File: config.mk
export PLATFORM = sky130hd
export DESIGN_NAME = line_break_opportunity_check_top
export DESIGN_NICKNAME = d
export VERILOG_FILES = /design/src/sv/lboc_pkg.sv /design/src/sv/line_break_opportunity_check_top.sv
export VERILOG_INCLUDE_DIRS = /design/src /design/src/sv
export SDC_FILE = /design/constraint.sdc
export NUM_CORES = 1
export LEC_CHECK = 0
export BUFFER_PORTS_ARGS = -buffer_cell sky130_fd_sc_hd__buf_2
export CORE_MARGIN = 5
export CORE_UTILIZATION = 60
export DETAILED_ROUTE_END_ITERATION = 10
export HOLD_SLACK_MARGIN = 0.08
export PLACE_DENSITY = 0.83
export SYNTH_ARGS = -nofsm -noshare
export SYNTH_HDL_FRONTEND = slang
export SYNTH_SLANG_ARGS = --single-unit
export TNS_END_PERCENT = 5
File: constraint.sdc
create_clock -name clk -period 6.9 [get_ports clk]
set_input_delay 0 -clock clk [delete_from_list [all_inputs] [get_ports clk]]
set_output_delay 0 -clock clk [all_outputs]
set_load 0.005 [all_outputs]
File: src/sv/line_break_opportunity_check_top_defines.svh
// ----------------------------------------------------------------------------
// Line break opportunity check - assertion macros
// Concurrent checks on the clk domain, disabled while rst is high.
// Empty when SYNTHESIS is defined.
// ----------------------------------------------------------------------------
`ifndef LINE_BREAK_OPPORTUNITY_CHECK_TOP_DEFINES_SVH
`define LINE_BREAK_OPPORTUNITY_CHECK_TOP_DEFINES_SVH

`ifndef SYNTHESIS
// Same-cycle implication
`define LBOC_ASSERT_IMP(lbl, ante, cons) \
  lbl: assert property (@(posedge clk) disable iff (rst) (ante) |-> (cons)) \
    else $error("line break check: implication failed");
// Next-cycle implication
`define LBOC_ASSERT_NXT(lbl, ante, cons) \
  lbl: assert property (@(posedge clk) disable iff (rst) (ante) |=> (cons)) \
    else $error("line break check: next-cycle implication failed");
`else
`define LBOC_ASSERT_IMP(lbl, ante, cons)
`define LBOC_ASSERT_NXT(lbl, ante, cons)
`endif

`endif

File: src/sv/lboc_pkg.sv
// ----------------------------------------------------------------------------
// Line break opportunity check - package
// Character classes, kinsoku table and the flag word between stages.
// ----------------------------------------------------------------------------
`default_nettype none

package lboc_pkg;

  localparam logic [15:0] CH_TAB     = 16'h0009;
  localparam logic [15:0] CH_CR      = 16'h000D;
  localparam logic [15:0] CH_SPACE   = 16'h0020;
  localparam logic [15:0] CH_QUOTE   = 16'h0022;
  localparam logic [15:0] CH_HYPHEN  = 16'h002D;
  localparam logic [15:0] CH_IDEO_SP = 16'h3000;

  // Kinsoku class bits
  localparam logic [1:0] KC_NONE = 2'b00;
  localparam logic [1:0] KC_NB   = 2'b01;
  localparam logic [1:0] KC_NE   = 2'b10;
  localparam logic [1:0] KC_BOTH = 2'b11;

  // Classification of one window, registered between stage 2 and stage 3
  typedef struct packed {
    logic off_zero;
    logic off_two;
    logic bp_space;
    logic pv_space;
    logic cu_space;
    logic nx_space;
    logic cu_east_asian;
    logic pv_east_asian;
    logic pv_quote;
    logic cu_quote;
    logic pv_hyphen;
    logic cu_nb;
    logic pv_ne;
    logic nx_nb;
  } lboc_class_t;

  function automatic logic is_space(input logic [15:0] c);
    return (c == CH_TAB) || (c == CH_CR) || (c == CH_SPACE) || (c == CH_IDEO_SP);
  endfunction

  function automatic logic is_east_asian(input logic [15:0] c);
    return c inside {[16'h1100:16'h11FF], [16'h3000:16'hD7AF],
                     [16'hF900:16'hFAFF], [16'hFF00:16'hFFDC]};
  endfunction

  // Exact membership in the kinsoku table
  function automatic logic [1:0] kinsoku_class(input logic [15:0] c);
    logic [1:0] k;
    case (c) inside
      16'h0027, 16'h002F, 16'hFFE0: k = KC_BOTH;
      16'h0024, 16'h0028, 16'h005B, 16'h005C, 16'h007B, 16'h00A3, 16'h00A5,
      16'h00A7, 16'h2018, 16'h201C, 16'h2035, 16'h266F, 16'h3008, 16'h300A,
      16'h300C, 16'h300E, 16'h3010, 16'h3012, 16'h3014, 16'h3016, 16'h301D,
      16'hFE59, 16'hFE5B, 16'hFE5D, 16'hFF04, 16'hFF08, 16'hFF20, 16'hFF3B,
      16'hFF5B, 16'hFFE1, 16'hFFE5, 16'hFFE6: k = KC_NE;
      16'h0021, 16'h0025, 16'h0029, 16'h002E, 16'h003A, 16'h003B, 16'h003F,
      16'h005D, 16'h007D, 16'h00A2, 16'h00A8, 16'h00A9, 16'h00AE, 16'h00B0,
      16'h00B7, 16'h02C7, 16'h02C9, 16'h2013, 16'h2014, 16'h2015, 16'h2016,
      16'h2019, 16'h201D, 16'h2025, 16'h2026, 16'h2027, 16'h2032, 16'h2033,
      16'h2103, 16'h2122, 16'h2236, 16'h2574, 16'h3001, 16'h3002, 16'h3003,
      16'h3005, 16'h3009, 16'h300B, 16'h300D, 16'h300F, 16'h3011, 16'h3015,
      16'h3017, 16'h301E, 16'h301F, 16'h3041, 16'h3043, 16'h3045, 16'h3047,
      16'h3049, 16'h3063, 16'h3083, 16'h3085, 16'h3087, 16'h308E, 16'h3099,
      16'h309A, 16'h309B, 16'h309C, 16'h309D, 16'h309E, 16'h30A1, 16'h30A3,
      16'h30A5, 16'h30A7, 16'h30A9, 16'h30C3, 16'h30E3, 16'h30E5, 16'h30E7,
      16'h30EE, 16'h30F5, 16'h30F6, 16'h30FB, 16'h30FC, 16'h30FD, 16'h30FE,
      16'hFE50, 16'hFE51, 16'hFE52, 16'hFE54, 16'hFE55, 16'hFE56, 16'hFE57,
      16'hFE5A, 16'hFE5C, 16'hFE5E, 16'hFF01, 16'hFF02, 16'hFF05, 16'hFF07,
      16'hFF09, 16'hFF0C, 16'hFF0E, 16'hFF1A, 16'hFF1B, 16'hFF1F, 16'hFF3D,
      16'hFF40, 16'hFF5C, 16'hFF5D, 16'hFF5E: k = KC_NB;
      default: k = KC_NONE;
    endcase
    return k;
  endfunction

endpackage

`default_nettype wire

File: src/sv/line_break_opportunity_check_top.sv
// ----------------------------------------------------------------------------
// Line break opportunity check - top level
// Decides per candidate position whether a line may break before cur_char,
// using a four-code-unit window and the saturated line offset (kinsoku rules).
//
//   channel  handshake            payload
//   -------  -------------------  -----------------------------------------
//   in       start & !busy        before_prev_char, prev_char, cur_char,
//                                 next_char, line_offset
//   out      done (one cycle)     can_break
//
// Three register stages: input capture, character classification (table
// lookups and range tests), rule combination. One word per cycle while busy
// is low. busy is rst registered: high while rst is held and in the cycle
// after it is released; rst clears all valid bits.
// The receiver cannot stall, so the pipeline advances on every clock.
// ----------------------------------------------------------------------------
`default_nettype none
`include "line_break_opportunity_check_top_defines.svh"

module line_break_opportunity_check_top (
  input  wire logic        clk,
  input  wire logic        rst,
  input  wire logic        start,
  output logic             busy,
  input  wire logic [15:0] before_prev_char,
  input  wire logic [15:0] prev_char,
  input  wire logic [15:0] cur_char,
  input  wire logic [15:0] next_char,
  input  wire logic [1:0]  line_offset,
  output logic             done,
  output logic             can_break
);
  import lboc_pkg::*;

  logic accept;

  // Stage 1: captured window
  logic        s1_valid;
  logic [15:0] s1_bp;
  logic [15:0] s1_pv;
  logic [15:0] s1_cu;
  logic [15:0] s1_nx;
  logic [1:0]  s1_off;

  // Stage 2: classification flags
  logic        s2_valid;
  lboc_class_t s2_cls;
  lboc_class_t cls_next;

  logic can_break_next;

  assign accept = start && !busy;

  // Hold off words for the first cycle out of reset
  always_ff @(posedge clk) begin
    busy <= rst;
  end

  // Stage 1: capture the window of an accepted word
  always_ff @(posedge clk) begin
    if (rst) begin
      s1_valid <= 1'b0;
    end else begin
      s1_valid <= accept;
    end
  end

  always_ff @(posedge clk) begin
    if (accept) begin
      s1_bp  <= before_prev_char;
      s1_pv  <= prev_char;
      s1_cu  <= cur_char;
      s1_nx  <= next_char;
      s1_off <= line_offset;
    end
  end

  // Stage 2: classify every character of the window in parallel.
  // Offset code three falls in with two (bit 1 set).
  always_comb begin
    logic [1:0] cu_k;
    logic [1:0] pv_k;
    logic [1:0] nx_k;
    cu_k = kinsoku_class(s1_cu);
    pv_k = kinsoku_class(s1_pv);
    nx_k = kinsoku_class(s1_nx);
    cls_next.off_zero      = (s1_off == 2'd0);
    cls_next.off_two       = s1_off[1];
    cls_next.bp_space      = is_space(s1_bp);
    cls_next.pv_space      = is_space(s1_pv);
    cls_next.cu_space      = is_space(s1_cu);
    cls_next.nx_space      = is_space(s1_nx);
    cls_next.cu_east_asian = is_east_asian(s1_cu);
    cls_next.pv_east_asian = is_east_asian(s1_pv);
    cls_next.pv_quote      = (s1_pv == CH_QUOTE);
    cls_next.cu_quote      = (s1_cu == CH_QUOTE);
    cls_next.pv_hyphen     = (s1_pv == CH_HYPHEN);
    cls_next.cu_nb         = |(cu_k & KC_NB);
    cls_next.pv_ne         = |(pv_k & KC_NE);
    cls_next.nx_nb         = |(nx_k & KC_NB);
  end

  always_ff @(posedge clk) begin
    if (rst) begin
      s2_valid <= 1'b0;
    end else begin
      s2_valid <= s1_valid;
    end
  end

  always_ff @(posedge clk) begin
    if (s1_valid) begin
      s2_cls <= cls_next;
    end
  end

  // Stage 3: apply the rules in priority order
  always_comb begin
    if (s2_cls.off_zero) begin
      // never break at the start of a line
      can_break_next = 1'b0;
    end else if (s2_cls.cu_space && s2_cls.nx_nb) begin
      // space followed by a non-beginning character
      can_break_next = 1'b0;
    end else if (s2_cls.off_two && s2_cls.bp_space && s2_cls.pv_quote &&
                 !s2_cls.cu_space) begin
      // open quote left dangling at the end of the line
      can_break_next = 1'b0;
    end else if (!s2_cls.pv_space && s2_cls.cu_quote && s2_cls.nx_space) begin
      // closing quote pushed to the next line
      can_break_next = 1'b0;
    end else begin
      can_break_next = (s2_cls.cu_space || s2_cls.cu_east_asian ||
                        s2_cls.pv_east_asian || s2_cls.pv_hyphen) &&
                       !s2_cls.cu_nb && !s2_cls.pv_ne;
    end
  end

  always_ff @(posedge clk) begin
    if (rst) begin
      done <= 1'b0;
    end else begin
      done <= s2_valid;
    end
  end

  always_ff @(posedge clk) begin
    if (s2_valid) begin
      can_break <= can_break_next;
    end
  end

  // Every accepted word yields exactly one result
  `LBOC_ASSERT_IMP(a_word_yields_result, accept, ##3 done)
  `LBOC_ASSERT_IMP(a_result_has_word, done, $past(accept, 3))
  // A result never allows a break at line start
  `LBOC_ASSERT_IMP(a_no_break_line_start, done && can_break, $past(line_offset, 3) != 2'd0)
  // A break before a non-beginning character is never reported
  `LBOC_ASSERT_NXT(a_no_break_nb, s2_valid && s2_cls.cu_nb, !can_break)

endmodule

`default_nettype wire

-- Word-level counts from Yosys, hierarchy flattened
Index checks and enable logic that the tools add are counted.
- register bits after elaboration: 85
- input port bits: 69
- word-level logic and storage cells: 420
- $lt $le $gt $ge: 16
- equality and inequality tests: 328
- mux-type cells: 4
- reduce and logical (&&, ||, !) cells: 48
- operators with widths (kind ; number):
    $eq 16x14->1 const B ; 163
    $eq 16x16->1 const B ; 86
    $eq 16x6->1 const B ; 33
    $eq 16x8->1 const B ; 21
    $eq 16x7->1 const B ; 13
    $reduce_or 102->1 ; 2
    $eq 16x4->1 const B ; 8
    $le 16x16->1 const B ; 6
    $eq 16x10->1 const B ; 4
    $ge 16x16->1 const B ; 4
    $reduce_or 32->1 ; 2
    $reduce_or 35->1 ; 1
    $ge 16x13->1 const B ; 2
    $ge 16x14->1 const B ; 2
    $le 16x13->1 const B ; 2
    $logic_and 1x1->1 ; 17
    $logic_or 1x1->1 ; 15
    $reduce_bool 4->1 ; 2
    $reduce_or 3->1 ; 2
    $logic_not 1->1 ; 5
    $mux 1 ; 4
    $reduce_or 4->1 ; 1
    $logic_not 2->1 ; 1

-- Logic depth before layout (Yosys ltp)
- word-level depth: 5
- mapped depth: 9

-- Least setup slack after synthesis
Ideal clock, no wire load.
- path type: reg2reg
- from: reg busy
- to: reg s1_bp[0], enable pin
- library setup time: 0.499 ns
- arrival time: 3.272 ns
- data required time: 6.401 ns
- path slack: 3.128 ns
- stages on the path, launching flop included: 2
- buffers on the path: 0
- period minus slack after synthesis: 3.772 ns
- path through: dfxtp_1 -> nor2b_1
- word-level cells in the longest chain between the ends: 2
- RTL lines (element ; line ; source):
    start, declared ; line_break_opportunity_check_top.sv:25 ; output logic busy,
    start signal, assigned ; line_break_opportunity_check_top.sv:57 ; busy <= rst;
    $logic_not 1->1 ; line_break_opportunity_check_top.sv:53 ; assign accept = start && !busy;
    $logic_and 1x1->1 ; line_break_opportunity_check_top.sv:53 ;
    via accept ; line_break_opportunity_check_top.sv:36 ; logic accept;
    end signal, assigned ; line_break_opportunity_check_top.sv:71 ; s1_bp <= before_prev_char;
    end, declared ; line_break_opportunity_check_top.sv:40 ; logic [15:0] s1_bp;
The timed path passes the listed nets, and every way through them passes these cells.
A chain may end at the register's enable or synchronous reset.

-- Final worst setup path
- from: reg s1_cu[3]
- to: reg s2_cls[2] in the netlist's numbering, data pin
- word-level cells in the longest chain between the ends: 4
- elaborated cells between the ends (all ways): 142
- RTL lines (element ; line ; source):
    start, declared ; line_break_opportunity_check_top.sv:42 ; logic [15:0] s1_cu;
    start signal, assigned ; line_break_opportunity_check_top.sv:73 ; s1_cu <= cur_char;
    $eq 16x6->1, or another cell as far along ; line_break_opportunity_check_top.sv:85 ; cu_k = kinsoku_class(s1_cu);
    $reduce_or 102->1 ; lboc_pkg.sv:52 ; case (c) inside
    $mux 1 (2 in series) ; lboc_pkg.sv:52 ;
    end signal, assigned ; line_break_opportunity_check_top.sv:114 ; s2_cls <= cls_next;
    end, declared ; line_break_opportunity_check_top.sv:48 ; lboc_class_t s2_cls;
Parallel ways exist; a longest one is shown, timed or not.

==> impl_metrics.yaml <==
run_status:
  status: "finished clean"
layout:
  drive_above_1_share_pct: 14.3
  fill_cells: 545
  area_growth_pct: 22.3
  final_nets: 730
  final_cells: 774
  n_antenna_cell: 0
synth:
  synth.top_cell.area_share_pct: 45.4
  synthDistinctLibCells: 69
  synthTopCellsByCount: "81 x edfxtp_1, 45 x nor2_1, 43 x nand2_1"
  synth_ff_type: "edfxtp_1"
  ys.warnings.count: 0
  synth_seq_cells: 85
  avgSynthCellArea_um2: 9.61
  yosysMostFrequentCell: "edfxtp_1"
  synthTopCellsByArea: "edfxtp_1 45%, nor2_1 3.2%, nand2_1 3.0%"
  syn_nets: 626
  synthCells: 557
  yosysTopAreaCell: "edfxtp_1"
  ys_seq_area_share_pct: 46.9
  async_reset_ff_share_pct: 0
  synth_area_mm2: 0.00536
  synth_edf_count: 81
clocking:
  cts.repair.resized: 0
  clock_path_buffers: 2
  numClockSinks: 85
  clk_latency_ns: 0.36
  htreeDepth: 3
  numCtsBuffers: 9
  cts_tree: "done"
  root_buffer: "clkbuf_8"
  clk_pin_slew_worst_paths_ns: 0.11
worst_setup_path:
  rr_worst_depth: 6
  worst_ep_required_time_ns: 6.99
  crit_chain: "nor2b_1 -> a22o_1 -> a22oi_1 -> nor4b_1 -> nor4_1 -> nand4_1"
  path_class: "flop to flop"
  start_kind: "flop"
  r2r_start: "s1_cu[3]"
  r2r_end: "s2_cls[2]"
  critical-path-max-stage-delay_ns: 0.92
  crit_fanout: 29
  timing.reg2reg.setup_slack_ns: 4.34
  slowest_stage: "edfxtp_1"
  cp-end-kind: "flop"
  cp.arrival_ns: 2.65
pwr:
  ir_drop_uv: 242
  p_leak_uw: 0.00221
  p_per_area_mw_per_mm2: 172
hold_path:
  hold_depth: 2
  min_from: "start"
  whs_endpoint: "s1_bp[12]"
  hp-class: "primary input to flop"
sta:
  finalCriticalPeriod_ns: 2.56
  worstMarginPinSlew_ns: 0.867
  rsz0062_at_grt: "no"
  period_share_pct: 37.1
  finalSetupViolCount: 0
  slew_violations: 0
  max_freq_mhz: 390
  fin_worst_skew_ns: 0.0157
  max-slew-margin-rel_pct: 42.2
  finalSetupTns_ns: 0
  report.final.hold_viol_count: 0
floorplan:
  die_w_um: 104
  die_area_mm2: 0.0109
  dieHeight_um: 104
  core_mm2: 0.00872
  ioPinCount: 72
  rows: 34
  start_util_pct: 61.4
routing:
  first_pass_iters: 6
  wl_per_cell_um: 21.2
  drc: 0
  viasPerCell: 6.94
  wl_um: 16400
  drt_iter0_drc: 492
  num_vias: 5370
  ant_nets: 0
job:
  drv_cap: 0
place:
  place.gp.congestion: 1.01
  numPlacedInstances: 691
  io_buffers: 71
  hpwl_um: 8640
grt:
  grt_max_degree: 39
  antenna_found_initial: 0
  grt_pass1_vias: 5110
  grt_usage_pct: 29.5
  grt_pass1_wl_um: 26300
  gr-total-overflow: 0
==> cell usage in the layout, fill, tap and decap left out, drive strengths merged, types with 4 or more instances in the layout <==
cell         count
edfxtp          81
buf             72
dlygate4sd3     67
nor2            45
nand2           43
nor2b           24
nand2b          22
o21ai           21
nor4            20
nand3           20
nor3            19
a21oi           17
nand4           15
inv             15
a31oi           12
o22ai           12
clkbuf           9
nor4b            8
or3              7
o41ai            6
o31ai            6
or4b             6
and4             6
o311ai           6
or4              6
a211oi           5
nand3b           5
nand4b           5
xnor2            4
o32ai            4
nor3b            4
o2111ai          4
a32oi            4
a22oi            4
dfxtp            4
==> per-layer routing <==
layer | global-route usage [%] | wire, um
met5 | 0 | 0
met4 | 9.90 | 552
met3 | 6.52 | 1780
met2 | 49.0 | 8050
met1 | 37.9 | 5990
==> timing repair <==
item,in CTS,in global routing
hold buffers,67,0
setup buffers,0,0
endpoints found under the hold margin,70,0
setup endpoints to repair,0,0
==> registers in the layout, summed over array words and instances, names as in the netlist <==
signal     cells
s1_pv         16
s1_valid       1
s1_bp         16
can_break      1
s1_off         2
done           1
s1_cu         16
s1_nx         16
s2_cls        14
s2_valid       1
busy           1
==> layout make-up <==
| type | instances | area, um2 | area share [%] |
|---|---|---|---|
| Clock inverter | 7 | 80.1 | 1.22 |
| Sequential cell | 85 | 2510 | 38.4 |
| Inverter | 12 | 45.0 | 0.688 |
| Multi-Input combinational cell | 414 | 2620 | 40.0 |
| Clock buffer | 9 | 124 | 1.89 |
| Tap cell | 108 | 135 | 2.06 |
| Timing Repair Buffer | 139 | 1030 | 15.8 |
==> how the worst max path moves through the flow <==
stage	slack, ns	startpoint	endpoint
after CTS	4.39	s1_nx[3]	s2_cls[0]
after global routing	4.06	s1_nx[3]	s2_cls[0]
after detailed placement	4.41	s1_nx[3]	s2_cls[0]
after global placement	4.46	s1_nx[1]	s2_cls[0]
after floorplan	3.13	busy	s1_bp[0]
final	4.34	s1_cu[3]	s2_cls[2]
==> kinds of logic after synthesis <==
kind of cell / after synthesis / share of synthesized area (%)
AOI/OAI and AO/OA: 132 / 17.5
buffers and inverters: 58 / 4.30
and+or+nand+nor: 273 / 29.7
xor gates and xnor gates: 7 / 1.14
DFF: 85 / 46.9
muxes: 2 / 0.374
==> stage by stage <==
| stage | cell area [um2] | power, uW | util [%] | hold slack [ns] | worst slack (ns) |
|---|---|---|---|---|---|
| 5_1_grt | 6550 | 1170 | 75.1 | 0.183 | 4.06 |
| 6_report | 6550 | 1130 | 75.1 | 0.183 | 4.34 |
| 4_1_cts | 6550 | 1100 | 75.1 | 0.169 | 4.39 |
| 3_3_place_gp | 5680 | 719 | 65.1 | 0.155 | 4.46 |
| 3_5_place_dp | 5680 | 722 | 65.1 | 0.153 | 4.41 |
| 2_1_floorplan | 5360 | 685 | - | 0.0277 | 3.13 |
==> critical path, delay by kind of cell (launching register included) <==
family	cells	cell delay, ns
DFF	1	0.92
and+or+nand+nor	4	0.88
AOI/OAI and AO/OA	2	0.49
==> where the power goes <==
group | switching, uW | internal, uW
logic | 53.9 | 66.8
clock network | 203 | 172
registers | 45.3 | 587
total | 302 | 826
Power figures use the tool's default switching activity.
